`config.mk`:
```
export PLATFORM = sky130hd
export DESIGN_NAME = word_multiset_window_matcher_core
export DESIGN_NICKNAME = d
export VERILOG_FILES = /design/src/rtl/wmm_pkg.sv /design/src/rtl/wmm_dict.sv /design/src/rtl/wmm_engine.sv /design/src/rtl/word_multiset_window_matcher_core.sv
export SDC_FILE = /design/constraint.sdc
export NUM_CORES = 2
export LEC_CHECK = 0
export ABC_CLOCK_PERIOD_IN_PS = 41900
export BUFFER_PORTS_ARGS = -buffer_cell sky130_fd_sc_hd__buf_2
export CORE_MARGIN = 2
export CORE_UTILIZATION = 35
export CTS_CLUSTER_SIZE = 10
export DETAILED_ROUTE_END_ITERATION = 12
export MAX_ROUTING_LAYER = met4
export PLACE_DENSITY = 0.51
export SYNTH_ARGS = -nofsm -noshare
export SYNTH_HDL_FRONTEND = slang
export SYNTH_SLANG_ARGS = --single-unit
```
`constraint.sdc`:
```
create_clock -name clock -period 41.9 [get_ports clock]
set_input_delay 4.19 -clock clock [delete_from_list [all_inputs] [get_ports clock]]
set_output_delay 4.19 -clock clock [all_outputs]
set_load 0.005 [all_outputs]
```
`src/rtl/wmm_pkg.sv`:
```
`timescale 1ns / 1ps

package wmm_pkg;

   typedef enum logic [1:0] {
      OP_CLEAR   = 2'd0,
      OP_ADD     = 2'd1,
      OP_TEXT    = 2'd2,
      OP_RESTART = 2'd3
   } opcode_type;

   localparam int WORD_BITS     = 64;
   localparam int LEN_BITS      = 4;
   localparam int START_BITS    = 16;
   localparam int TDATA_BITS    = 80;
   localparam int CSR_ADDR_BITS = 3;
   localparam int CSR_DATA_BITS = 32;

   localparam logic [CSR_ADDR_BITS-1:0] ADDR_WORD_LENGTH = 3'd0;

   typedef struct packed {
      logic s1;
      logic s2;
      logic s3;
   } eng_status_type;

   typedef struct packed {
      logic                  valid;
      logic [START_BITS-1:0] start;
   } eng_result_type;

endpackage

```
`src/rtl/wmm_dict.sv`:
```
`timescale 1ns / 1ps

module wmm_dict #(
   parameter int DICT_WORDS = 16
) (
   input  logic                               clock,
   input  logic                               reset,
   input  logic                               clear,
   input  logic                               add_valid,
   input  logic [wmm_pkg::WORD_BITS-1:0]      key,
   output logic [$clog2(DICT_WORDS+1)-1:0]    lookup_id,
   output logic [$clog2(DICT_WORDS+1)-1:0]    distinct_after,
   output logic [$clog2(DICT_WORDS+1)-1:0]    total,
   output logic                               pend,
   input  logic [$clog2(DICT_WORDS+1)-1:0]    rd_a_id,
   input  logic [$clog2(DICT_WORDS+1)-1:0]    rd_b_id,
   output logic [$clog2(DICT_WORDS+1)-1:0]    rd_a,
   output logic [$clog2(DICT_WORDS+1)-1:0]    rd_b
);

   localparam int ID_W  = $clog2(DICT_WORDS+1);
   localparam int IDX_W = (DICT_WORDS > 1) ? $clog2(DICT_WORDS) : 1;
   localparam logic [ID_W-1:0] NOT_WORD = ID_W'(DICT_WORDS);

   logic [wmm_pkg::WORD_BITS-1:0] words_ff [DICT_WORDS];
   logic [ID_W-1:0]               req_mem  [DICT_WORDS];
   logic [ID_W-1:0]               distinct_ff, distinct_in;
   logic [ID_W-1:0]               total_ff, total_in;
   logic                          pend_ff, pend_in;
   logic [IDX_W-1:0]              pend_idx_ff;
   logic [ID_W-1:0]               rd_a_raw_ff, rd_b_raw_ff;
   logic                          a_nw_ff, b_nw_ff;
   logic                          found;
   logic                          add_new, add_dup;
   logic [IDX_W-1:0]              a_addr;

   always_comb begin
      lookup_id = NOT_WORD;
      found     = 1'b0;
      for (int i = DICT_WORDS - 1; i >= 0; i--) begin
         if ((ID_W'(i) < distinct_ff) && (words_ff[i] == key)) begin
            lookup_id = ID_W'(i);
            found     = 1'b1;
         end
      end
   end

   assign add_new = add_valid && (total_ff < NOT_WORD) && !found;
   assign add_dup = add_valid && (total_ff < NOT_WORD) && found;
   assign distinct_after = add_new ? distinct_ff + 1'b1 : distinct_ff;
   assign a_addr = add_dup ? lookup_id[IDX_W-1:0] : rd_a_id[IDX_W-1:0];

   always_comb begin
      distinct_in = distinct_after;
      total_in    = (add_new || add_dup) ? total_ff + 1'b1 : total_ff;
      pend_in     = add_dup;
      if (clear) begin
         distinct_in = '0;
         total_in    = '0;
         pend_in     = 1'b0;
      end
   end

   always_ff @(posedge clock) begin
      if (reset) begin
         distinct_ff <= '0;
         total_ff    <= '0;
         pend_ff     <= 1'b0;
      end else begin
         distinct_ff <= distinct_in;
         total_ff    <= total_in;
         pend_ff     <= pend_in;
      end
   end

   always_ff @(posedge clock) begin
      if (add_new) begin
         words_ff[distinct_ff[IDX_W-1:0]] <= key;
      end
   end

   // required counts: two read ports, one write port
   always_ff @(posedge clock) begin
      rd_a_raw_ff <= req_mem[a_addr];
      rd_b_raw_ff <= req_mem[rd_b_id[IDX_W-1:0]];
      a_nw_ff     <= (rd_a_id == NOT_WORD);
      b_nw_ff     <= (rd_b_id == NOT_WORD);
      pend_idx_ff <= lookup_id[IDX_W-1:0];
      if (add_new) begin
         req_mem[distinct_ff[IDX_W-1:0]] <= ID_W'(1);
      end else if (pend_ff) begin
         req_mem[pend_idx_ff] <= rd_a_raw_ff + 1'b1;
      end
   end

   assign rd_a  = a_nw_ff ? '0 : rd_a_raw_ff;
   assign rd_b  = b_nw_ff ? '0 : rd_b_raw_ff;
   assign total = total_ff;
   assign pend  = pend_ff;

endmodule

```
`src/rtl/wmm_engine.sv`:
```
`timescale 1ns / 1ps

module wmm_engine #(
   parameter int MAX_WORD_BYTES = 8,
   parameter int DICT_WORDS     = 16
) (
   input  logic                                              clock,
   input  logic                                              reset,
   input  logic                                              restart,
   input  logic [$clog2(DICT_WORDS+2)-1:0]                   restart_tally,
   input  logic                                              step_valid,
   input  logic [((MAX_WORD_BYTES > 1) ? $clog2(MAX_WORD_BYTES) : 1)-1:0] step_group,
   input  logic [$clog2(DICT_WORDS+1)-1:0]                   step_id,
   input  logic [wmm_pkg::START_BITS-1:0]                    step_start,
   input  logic [$clog2(DICT_WORDS+1)-1:0]                   total,
   output logic [$clog2(DICT_WORDS+1)-1:0]                   rq_a_id,
   output logic [$clog2(DICT_WORDS+1)-1:0]                   rq_b_id,
   input  logic [$clog2(DICT_WORDS+1)-1:0]                   rq_a,
   input  logic [$clog2(DICT_WORDS+1)-1:0]                   rq_b,
   output wmm_pkg::eng_status_type                           status,
   output wmm_pkg::eng_result_type                           result
);

   localparam int GRP_W   = (MAX_WORD_BYTES > 1) ? $clog2(MAX_WORD_BYTES) : 1;
   localparam int ID_W    = $clog2(DICT_WORDS+1);
   localparam int SLOT_W  = (DICT_WORDS > 1) ? $clog2(DICT_WORDS) : 1;
   localparam int TALLY_W = $clog2(DICT_WORDS+2);
   localparam int I_DEPTH = MAX_WORD_BYTES * DICT_WORDS;
   localparam int C_DEPTH = MAX_WORD_BYTES * (DICT_WORDS + 1);
   localparam int IADDR_W = (I_DEPTH > 1) ? $clog2(I_DEPTH) : 1;
   localparam int CADDR_W = $clog2(C_DEPTH);

   // per-group ring pointers
   logic [ID_W-1:0]   fill_ff  [MAX_WORD_BYTES];
   logic [SLOT_W-1:0] head_ff  [MAX_WORD_BYTES];
   logic [TALLY_W-1:0] tally_ff [MAX_WORD_BYTES];

   logic [ID_W-1:0]    ids_mem  [I_DEPTH];
   logic [ID_W-1:0]    cnt_mem  [C_DEPTH];
   logic [C_DEPTH-1:0] cvalid_ff;

   logic [ID_W-1:0]    s0_fill, fill_new;
   logic [SLOT_W-1:0]  s0_head, head_inc, s0_slot;
   logic [ID_W:0]      slot_sum;
   logic               s0_evict, s0_insert;
   logic [IADDR_W-1:0] ids_wr_addr, ids_rd_addr;
   logic [ID_W-1:0]    ids_rd_ff;

   logic               s1_valid_ff, s1_evict_ff, s1_insert_ff, s1_full_ff;
   logic [GRP_W-1:0]   s1_group_ff;
   logic [ID_W-1:0]    s1_id_ff;
   logic [wmm_pkg::START_BITS-1:0] s1_start_ff;
   logic [CADDR_W-1:0] ca_addr, cb_addr;

   logic               s2_valid_ff, s2_evict_ff, s2_insert_ff, s2_full_ff;
   logic [GRP_W-1:0]   s2_group_ff;
   logic [ID_W-1:0]    s2_id_ff, s2_old_ff;
   logic [wmm_pkg::START_BITS-1:0] s2_start_ff;
   logic [CADDR_W-1:0] s2_ca_ff, s2_cb_ff;
   logic [ID_W-1:0]    cnt_a_ff, cnt_b_ff;

   logic               s3_valid_ff;
   logic [CADDR_W-1:0] s3_addr_ff;
   logic [ID_W-1:0]    s3_data_ff;

   logic               lw_valid_ff;
   logic [CADDR_W-1:0] lw_addr_ff;
   logic [ID_W-1:0]    lw_data_ff;

   logic               wr_valid;
   logic [CADDR_W-1:0] wr_addr;
   logic [ID_W-1:0]    wr_data;

   logic [ID_W-1:0]    ca, cb, c_dn, cu0, c_up;
   logic [TALLY_W-1:0] t0, t1, t1b, t2a, t2;
   logic               same;

   // stage 0: ring bookkeeping, id write, oldest id read
   always_comb begin
      s0_fill   = fill_ff[step_group];
      s0_head   = head_ff[step_group];
      s0_evict  = (s0_fill >= total) && (s0_fill != '0);
      s0_insert = (total != '0);
      head_inc  = (s0_head == SLOT_W'(DICT_WORDS - 1)) ? '0 : s0_head + 1'b1;
      slot_sum  = (ID_W+1)'(s0_head) + (ID_W+1)'(s0_fill);
      s0_slot   = (slot_sum >= (ID_W+1)'(DICT_WORDS)) ?
                  SLOT_W'(slot_sum - (ID_W+1)'(DICT_WORDS)) : SLOT_W'(slot_sum);
      fill_new  = s0_fill - ID_W'(s0_evict) + ID_W'(s0_insert);
      ids_wr_addr = IADDR_W'(int'(step_group) * DICT_WORDS + int'(s0_slot));
      ids_rd_addr = IADDR_W'(int'(step_group) * DICT_WORDS + int'(s0_head));
   end

   always_ff @(posedge clock) begin
      if (reset || restart) begin
         for (int g = 0; g < MAX_WORD_BYTES; g++) begin
            fill_ff[g] <= '0;
            head_ff[g] <= '0;
         end
      end else if (step_valid) begin
         fill_ff[step_group] <= fill_new;
         head_ff[step_group] <= s0_evict ? head_inc : s0_head;
      end
   end

   always_ff @(posedge clock) begin
      ids_rd_ff <= ids_mem[ids_rd_addr];
      if (step_valid && s0_insert) begin
         ids_mem[ids_wr_addr] <= step_id;
      end
   end

   always_ff @(posedge clock) begin
      if (reset) begin
         s1_valid_ff <= 1'b0;
      end else begin
         s1_valid_ff <= step_valid;
      end
      s1_group_ff  <= step_group;
      s1_id_ff     <= step_id;
      s1_evict_ff  <= s0_evict;
      s1_insert_ff <= s0_insert;
      s1_full_ff   <= s0_insert && (fill_new == total);
      s1_start_ff  <= step_start;
   end

   // stage 1: count reads for the evicted and the inserted id
   assign ca_addr = CADDR_W'(int'(s1_group_ff) * (DICT_WORDS + 1) + int'(ids_rd_ff));
   assign cb_addr = CADDR_W'(int'(s1_group_ff) * (DICT_WORDS + 1) + int'(s1_id_ff));
   assign rq_a_id = ids_rd_ff;
   assign rq_b_id = s1_id_ff;

   always_ff @(posedge clock) begin
      cnt_a_ff <= cvalid_ff[ca_addr] ? cnt_mem[ca_addr] : '0;
      cnt_b_ff <= cvalid_ff[cb_addr] ? cnt_mem[cb_addr] : '0;
      if (wr_valid) begin
         cnt_mem[wr_addr] <= wr_data;
      end
   end

   always_ff @(posedge clock) begin
      if (reset || restart) begin
         cvalid_ff <= '0;
      end else if (wr_valid) begin
         cvalid_ff[wr_addr] <= 1'b1;
      end
   end

   always_ff @(posedge clock) begin
      if (reset) begin
         s2_valid_ff <= 1'b0;
      end else begin
         s2_valid_ff <= s1_valid_ff;
      end
      s2_group_ff  <= s1_group_ff;
      s2_id_ff     <= s1_id_ff;
      s2_old_ff    <= ids_rd_ff;
      s2_evict_ff  <= s1_evict_ff;
      s2_insert_ff <= s1_insert_ff;
      s2_full_ff   <= s1_full_ff;
      s2_start_ff  <= s1_start_ff;
      s2_ca_ff     <= ca_addr;
      s2_cb_ff     <= cb_addr;
   end

   // stage 2: adjust counts and tally; forward the write the read missed
   always_comb begin
      ca   = (lw_valid_ff && (lw_addr_ff == s2_ca_ff)) ? lw_data_ff : cnt_a_ff;
      cb   = (lw_valid_ff && (lw_addr_ff == s2_cb_ff)) ? lw_data_ff : cnt_b_ff;
      same = s2_evict_ff && (s2_old_ff == s2_id_ff);
      t0   = tally_ff[s2_group_ff];

      c_dn = (ca == '0) ? '0 : ca - 1'b1;
      t1   = t0 + TALLY_W'(ca == rq_a);
      t1b  = ((c_dn == rq_a) && (t1 != '0)) ? t1 - 1'b1 : t1;
      if (!s2_evict_ff) begin
         t1b = t0;
      end

      cu0  = same ? c_dn : cb;
      t2a  = t1b + TALLY_W'(cu0 == rq_b);
      c_up = cu0 + 1'b1;
      t2   = ((c_up == rq_b) && (t2a != '0)) ? t2a - 1'b1 : t2a;
      if (!s2_insert_ff) begin
         t2 = t1b;
      end

      wr_valid = 1'b0;
      wr_addr  = s2_ca_ff;
      wr_data  = c_dn;
      if (s2_valid_ff) begin
         if (s2_evict_ff) begin
            wr_valid = 1'b1;
            wr_data  = same ? c_up : c_dn;
         end else if (s2_insert_ff) begin
            wr_valid = 1'b1;
            wr_addr  = s2_cb_ff;
            wr_data  = c_up;
         end
      end else if (s3_valid_ff) begin
         wr_valid = 1'b1;
         wr_addr  = s3_addr_ff;
         wr_data  = s3_data_ff;
      end
   end

   always_ff @(posedge clock) begin
      if (reset) begin
         s3_valid_ff <= 1'b0;
         lw_valid_ff <= 1'b0;
      end else begin
         s3_valid_ff <= s2_valid_ff && s2_evict_ff && s2_insert_ff && !same;
         lw_valid_ff <= wr_valid;
      end
      s3_addr_ff <= s2_cb_ff;
      s3_data_ff <= c_up;
      lw_addr_ff <= wr_addr;
      lw_data_ff <= wr_data;
   end

   always_ff @(posedge clock) begin
      if (reset) begin
         for (int g = 0; g < MAX_WORD_BYTES; g++) begin
            tally_ff[g] <= '0;
         end
      end else if (restart) begin
         for (int g = 0; g < MAX_WORD_BYTES; g++) begin
            tally_ff[g] <= restart_tally;
         end
      end else if (s2_valid_ff) begin
         tally_ff[s2_group_ff] <= t2;
      end
   end

   assign result.valid = s2_valid_ff && s2_full_ff && (t2 == '0);
   assign result.start = s2_start_ff;
   assign status.s1    = s1_valid_ff;
   assign status.s2    = s2_valid_ff;
   assign status.s3    = s3_valid_ff;

endmodule

```
`src/rtl/word_multiset_window_matcher_core.sv`:
```
`timescale 1ns / 1ps

// Word multiset window matcher.
// req_* carries one transaction per item: opcode, dictionary word or text byte.
// Opcode clear empties the dictionary; add stores a word of word_length bytes;
// text pushes one byte; restart starts a new text. Add and clear also restart.
// rsp_* carries the start position of each window of concatenated words that
// is a permutation of the dictionary; at most one transaction per text byte.
// csr_* is an APB port holding word_length at address 0; a write to it clears all.
// A text byte that completes a word holds off the next item while its step is in
// stage 1, set by the read-modify-write of the per-group count memory; a byte that
// completes no word does not. A dictionary add of a repeated word holds off the next item.
// Clear, add and restart wait until earlier text bytes have left the pipeline.
// A result enters the 2-entry output queue from engine stage 2, after the stage-1
// and stage-2 registers, and can be presented once it is written there.
// When the receiver stalls, the output queue fills and req_tready drops for
// text bytes until space is reserved again; no result is lost.
// After reset word_length is 1, the dictionary is empty and the text restarts.

module word_multiset_window_matcher_core #(
   parameter int MAX_WORD_BYTES = 8,
   parameter int DICT_WORDS     = 16,
   parameter int POSITION_BITS  = 16
) (
   input  logic                                 clock,
   input  logic                                 reset,
   input  logic                                 req_tvalid,
   output logic                                 req_tready,
   // [1:0] opcode, [65:2] word_value, [73:66] text_byte, [79:74] zero
   input  logic [wmm_pkg::TDATA_BITS-1:0]       req_tdata,
   output logic                                 rsp_tvalid,
   input  logic                                 rsp_tready,
   // [15:0] match_start
   output logic [wmm_pkg::START_BITS-1:0]       rsp_tdata,
   input  logic                                 csr_psel,
   input  logic                                 csr_penable,
   input  logic                                 csr_pwrite,
   input  logic [wmm_pkg::CSR_ADDR_BITS-1:0]    csr_paddr,
   input  logic [wmm_pkg::CSR_DATA_BITS-1:0]    csr_pwdata,
   output logic [wmm_pkg::CSR_DATA_BITS-1:0]    csr_prdata,
   output logic                                 csr_pready
);

   localparam int GRP_W   = (MAX_WORD_BYTES > 1) ? $clog2(MAX_WORD_BYTES) : 1;
   localparam int KW      = $clog2(MAX_WORD_BYTES + 1);
   localparam int ID_W    = $clog2(DICT_WORDS + 1);
   localparam int TALLY_W = $clog2(DICT_WORDS + 2);
   localparam int RB      = 8 * MAX_WORD_BYTES;
   localparam int SPAN_W  = ID_W + KW;

   wmm_pkg::opcode_type            op;
   logic [wmm_pkg::WORD_BITS-1:0]  in_word;
   logic [7:0]                     in_byte;
   logic                           acc, is_text, cfg_wr, cfg_hit, restart, clear;

   logic [wmm_pkg::LEN_BITS-1:0]   word_length_ff;
   logic [KW-1:0]                  k_eff;
   logic [RB-1:0]                  recent_ff, rec_in, rec_sh;
   logic [POSITION_BITS-1:0]       pos_ff, pos_in, start_full;
   logic [GRP_W-1:0]               group_ff, group_in;
   logic [KW-1:0]                  grp_inc;
   logic [KW-1:0]                  seen_ff, seen_in;
   logic [SPAN_W-1:0]              span;
   logic [wmm_pkg::WORD_BITS-1:0]  text_word, add_word, key;

   logic [ID_W-1:0]                lookup_id, distinct_after, total;
   logic                           dict_pend;
   logic [ID_W-1:0]                rq_a_id, rq_b_id, rq_a, rq_b;
   logic [TALLY_W-1:0]             restart_tally;
   logic                           step_valid;
   wmm_pkg::eng_status_type        status;
   wmm_pkg::eng_result_type        result;

   logic [wmm_pkg::START_BITS-1:0] fifo_ff [2];
   logic                           wr_ptr_ff, rd_ptr_ff;
   logic [1:0]                     cnt_ff;
   logic                           push, pop, room;

   assign op      = wmm_pkg::opcode_type'(req_tdata[1:0]);
   assign in_word = req_tdata[65:2];
   assign in_byte = req_tdata[73:66];
   assign is_text = (op == wmm_pkg::OP_TEXT);
   assign room    = (cnt_ff + {1'b0, status.s2}) < 2'd2;

   always_comb begin
      if (dict_pend || status.s1) begin
         req_tready = 1'b0;
      end else if (is_text) begin
         req_tready = room;
      end else begin
         req_tready = !(status.s2 || status.s3);
      end
   end

   assign acc = req_tvalid && req_tready;

   // configuration port
   assign cfg_wr     = csr_psel && csr_penable && csr_pwrite && csr_pready;
   assign cfg_hit    = (csr_paddr == wmm_pkg::ADDR_WORD_LENGTH);
   assign csr_pready = 1'b1;
   assign csr_prdata = cfg_hit ? wmm_pkg::CSR_DATA_BITS'(word_length_ff) : '0;

   always_ff @(posedge clock) begin
      if (reset) begin
         word_length_ff <= wmm_pkg::LEN_BITS'(1);
      end else if (cfg_wr && cfg_hit) begin
         word_length_ff <= csr_pwdata[wmm_pkg::LEN_BITS-1:0];
      end
   end

   always_comb begin
      if (word_length_ff == '0) begin
         k_eff = KW'(1);
      end else if (word_length_ff > wmm_pkg::LEN_BITS'(MAX_WORD_BYTES)) begin
         k_eff = KW'(MAX_WORD_BYTES);
      end else begin
         k_eff = KW'(word_length_ff);
      end
   end

   assign clear   = (acc && (op == wmm_pkg::OP_CLEAR)) || (cfg_wr && cfg_hit);
   assign restart = clear || (acc && !is_text);

   always_comb begin
      if (clear) begin
         restart_tally = '0;
      end else begin
         restart_tally = TALLY_W'(distinct_after);
      end
   end

   // text byte: shift in, extract the word that ends here
   always_comb begin
      rec_in  = RB'({in_byte, recent_ff} >> 8);
      rec_sh  = rec_in >> (8 * (MAX_WORD_BYTES - int'(k_eff)));
      text_word = '0;
      for (int j = 0; j < MAX_WORD_BYTES; j++) begin
         if (KW'(j) < k_eff) begin
            text_word[8*j +: 8] = rec_sh[8*j +: 8];
         end
      end
      add_word = '0;
      for (int j = 0; j < 8; j++) begin
         if (j < int'(k_eff)) begin
            add_word[8*j +: 8] = in_word[8*j +: 8];
         end
      end
      key = is_text ? text_word : add_word;

      seen_in  = (seen_ff < k_eff) ? seen_ff + 1'b1 : seen_ff;
      grp_inc  = KW'(group_ff) + 1'b1;
      group_in = (grp_inc >= k_eff) ? '0 : grp_inc[GRP_W-1:0];
      pos_in   = pos_ff + 1'b1;
      span     = SPAN_W'(total) * SPAN_W'(k_eff);
      start_full = pos_in - POSITION_BITS'(span);
   end

   assign step_valid = acc && is_text && (seen_in >= k_eff);

   always_ff @(posedge clock) begin
      if (reset || restart) begin
         recent_ff <= '0;
         pos_ff    <= '0;
         group_ff  <= '0;
         seen_ff   <= '0;
      end else if (acc && is_text) begin
         recent_ff <= rec_in;
         pos_ff    <= pos_in;
         group_ff  <= group_in;
         seen_ff   <= seen_in;
      end
   end

   wmm_dict #(
      .DICT_WORDS (DICT_WORDS)
   ) u_dict (
      .clock          (clock),
      .reset          (reset),
      .clear          (clear),
      .add_valid      (acc && (op == wmm_pkg::OP_ADD)),
      .key            (key),
      .lookup_id      (lookup_id),
      .distinct_after (distinct_after),
      .total          (total),
      .pend           (dict_pend),
      .rd_a_id        (rq_a_id),
      .rd_b_id        (rq_b_id),
      .rd_a           (rq_a),
      .rd_b           (rq_b)
   );

   wmm_engine #(
      .MAX_WORD_BYTES (MAX_WORD_BYTES),
      .DICT_WORDS     (DICT_WORDS)
   ) u_engine (
      .clock         (clock),
      .reset         (reset),
      .restart       (restart),
      .restart_tally (restart_tally),
      .step_valid    (step_valid),
      .step_group    (group_in),
      .step_id       (lookup_id),
      .step_start    (wmm_pkg::START_BITS'(start_full)),
      .total         (total),
      .rq_a_id       (rq_a_id),
      .rq_b_id       (rq_b_id),
      .rq_a          (rq_a),
      .rq_b          (rq_b),
      .status        (status),
      .result        (result)
   );

   // output queue
   assign push       = result.valid;
   assign pop        = rsp_tvalid && rsp_tready;
   assign rsp_tvalid = (cnt_ff != 2'd0);
   assign rsp_tdata  = fifo_ff[rd_ptr_ff];

   always_ff @(posedge clock) begin
      if (reset) begin
         wr_ptr_ff <= 1'b0;
         rd_ptr_ff <= 1'b0;
         cnt_ff    <= 2'd0;
      end else begin
         if (push) begin
            wr_ptr_ff <= !wr_ptr_ff;
         end
         if (pop) begin
            rd_ptr_ff <= !rd_ptr_ff;
         end
         cnt_ff <= cnt_ff + {1'b0, push} - {1'b0, pop};
      end
   end

   always_ff @(posedge clock) begin
      if (push) begin
         fifo_ff[wr_ptr_ff] <= result.start;
      end
   end

endmodule

```
==> impl_metrics.toml <==
[yosys]
synth_top_cell_by_area = "edfxtp_1"
synth_cell_types = 137
synth_top_area_share_pct = 56.8
synth_common_cells = "edfxtp_1, nand2_1, nor2_1"
syn_inst = 9885
synth.most_common_cell = "edfxtp_1"
syn_avg_cell_area_um2 = 13.7
synth_warnings = 0
synthFlopType = "edfxtp_1"
yosysSeqAreaShare_pct = 62.2
synth_edf_count = 2568
async_flop_share_pct = 0
synth.cell_area_um2 = 136000
ys_seq_elements = 2935
netlist_top_cells_area = "edfxtp_1, mux4_2, dfxtp_1"

[global_routing]
grt_use_total_pct = 27.4
grt_pass1_wl_um = 729000
grt_pass1_vias = 88800
grt_max_degree = 159
antenna_found_initial = 62
grt_overflow = 0

[status]
status = "finished with violations"
violations = "max-capacitance violations, max-slew violations"

[finish]
area_delta_synth_final_pct = 13.3
fillCellCount = 35600
drive_gt1_share_pct = 16.4
final_util_pct = 39.9
design_area_um2 = 154000
nets = 10300

[route]
vias_per_cell = 5.92
routedWlPerCell_um = 34.4
dr.first_iter.drc_count = 12000
drt_first_pass_iters = 9
ant_nets = 0
postRouteWirelength_um = 536000
num_vias = 92100
post-route-drc-count = 0

[clock_network]
clock_sinks = 2935
htreeDepth = 5
clk_latency_ns = 0.98
cts_tree = "yes"
path_clk_slew_ns = 0.05
ctsResizeCount = 0
cts_made_buffers = 347
holdBufCountCts = 0
clock_path_buffers = 4
clock-root-buffer = "clkbuf_16"
cts_setup_buffers = 0

[floorplan]
io_pins = 173
fp.coreArea_um2 = 386000
rows = 228
die_x_um = 627
die_area_um2 = 393000
die_y_um = 627
initial_core_util_pct = 35.2

[setup_path]
path_class = "input port to register"
critPathLaunchType = "input port"
end_kind = "register"
worst-path-max-fanout = 62
cp.arrival_ns = 13.51
cp.required_ns = 42.51

[place]
gp_congestion = 1.03
placed_area_um2 = 144000
io_buffers = 109
hpwl_um = 366000

[timing]
whs_ns = 0.315
fin_crit_ns = 12.90
rsz0062_at_grt = "no"
fmax_ghz = 0.0775
drv_slew = 14
finalCritPeriodShare_pct = 30.8
setup_viol = 0
finClkSkew_ns = 0.0601
maxSlewHeadroom_pct = -8.53
tns_ns = 0
finalHoldViolCount = 0
worst_pin_slew_ns = 1.61

[min_path]
hold_class = "register to register"

[job]
max-cap-violations = 2

[pwr]
p_leak_nw = 51.4
peakVddDrop_uv = 64.2
power.density_nw_per_um2 = 50.6
-- kinds of logic after synthesis --
family / synth area share (%)
AND/OR/NAND/NOR: 10.2
flip-flops: 62.2
AO/OA/AOI/OAI: 7.71
XOR/XNOR: 5.55
buffers and inverters: 2.67
multiplexers: 10.8
adder cells (fa/ha/maj): 0.926
other: 0.00553
-- final timing paths --
path	startpoint	end	slack [ns]	depth (start not counted)
setup / recovery	req_tdata[1]	u_dict.words_ff[15][61]$_DFFE_PP_	29.00	19
hold reg to reg	u_engine.s1_start_ff[2]$_DFF_P_	u_engine.s2_start_ff[2]$_DFF_P_	0.31	0
setup reg to reg	word_length_ff[0]$_SDFFE_PP1P_	u_dict.words_ff[15][61]$_DFFE_PP_	30.16	27
hold / removal	u_engine.s1_start_ff[2]$_DFF_P_	u_engine.s2_start_ff[2]$_DFF_P_	0.31	0
-- routing by layer --
metal	up-vias	routed length, um	track usage [%]
met3	1099	47800	5.32
met5	-	0	-
met4	0	30100	12.8
met1	47800	215000	35.5
met2	4839	243000	41.6
li1	38400	-	-
-- power by group --
part | internal [mW] | switching [mW]
sequential | 3.30 | 0.0420
clock | 1.60 | 1.22
combinational | 0.593 | 1.02
-- flip-flops by register name, summed over array words and instances (netlist names), 32 cells and up, named ones only --
signal and count:
recent_ff 56, u_dict.req_mem 80, u_engine.tally_ff 40, u_dict.words_ff 1024, u_engine.cvalid_ff 136, u_engine.head_ff 32, u_engine.cnt_mem 680, u_engine.fill_ff 40
u_engine.ids_mem 640, fifo_ff 32
-- worst max-delay path, stage by stage --
cell	delay, ns
buf_2	0.34
nor2b_4	0.23
buf_4	0.36
buf_4	0.74
o21ai_0	0.65
nor3_2	0.63
buf_4	0.75
xnor2_1	0.20
nand4_1	0.14
nor4_2	1.23
nand4_1	0.18
nor4_1	0.94
or4b_1	0.40
nor4_4	0.05
buf_4	0.32
and2_1	0.38
nand4_1	0.22
clkinv_2	0.68
buf_4	0.62
-- through the flow --
| stage | instances | power, mW | setup WS [ns] |
|---|---|---|---|
| global placement | 14900 | 5.00 | 28.47 |
| floorplan | 9912 | 4.46 | 25.36 |
| detailed placement | 14900 | 5.02 | 28.46 |
| global route | 15500 | 8.04 | 29.08 |
| finish | 15600 | 7.79 | 29.00 |
| CTS | 15500 | 7.84 | 29.47 |
-- placed cells by master (no fill, tap or decap), drive strengths merged, types with 64 or more instances in the layout --
| cell | count |
|---|---|
| nand3 | 282 |
| nand2 | 1026 |
| a22oi | 64 |
| mux2i | 171 |
| nand4 | 130 |
| inv | 200 |
| mux4 | 549 |
| nor3 | 128 |
| xnor2 | 535 |
| nor2 | 911 |
| dfxtp | 367 |
| a311oi | 73 |
| ha | 75 |
| xor2 | 325 |
| clkbuf | 527 |
| a21oi | 259 |
| buf | 455 |
| a31oi | 71 |
| and3 | 106 |
| edfxtp | 2568 |
| nor4 | 132 |
| o21ai | 232 |
-- final cells by class --
| type | instances | area [um^2] | share of cell area [%] |
|---|---|---|---|
| diodes | 48 | 120 | 0.0780 |
| clock buffers | 527 | 9560 | 6.21 |
| clock inverters | 52 | 687 | 0.446 |
| inverters | 198 | 759 | 0.493 |
| multi-input cells | 6175 | 48700 | 31.6 |
| flip-flops and latches | 2935 | 84500 | 54.9 |
| well taps | 5175 | 6470 | 4.21 |
| repair buffers | 455 | 3220 | 2.09 |
Note: power is estimated with default switching activity, not from simulation.
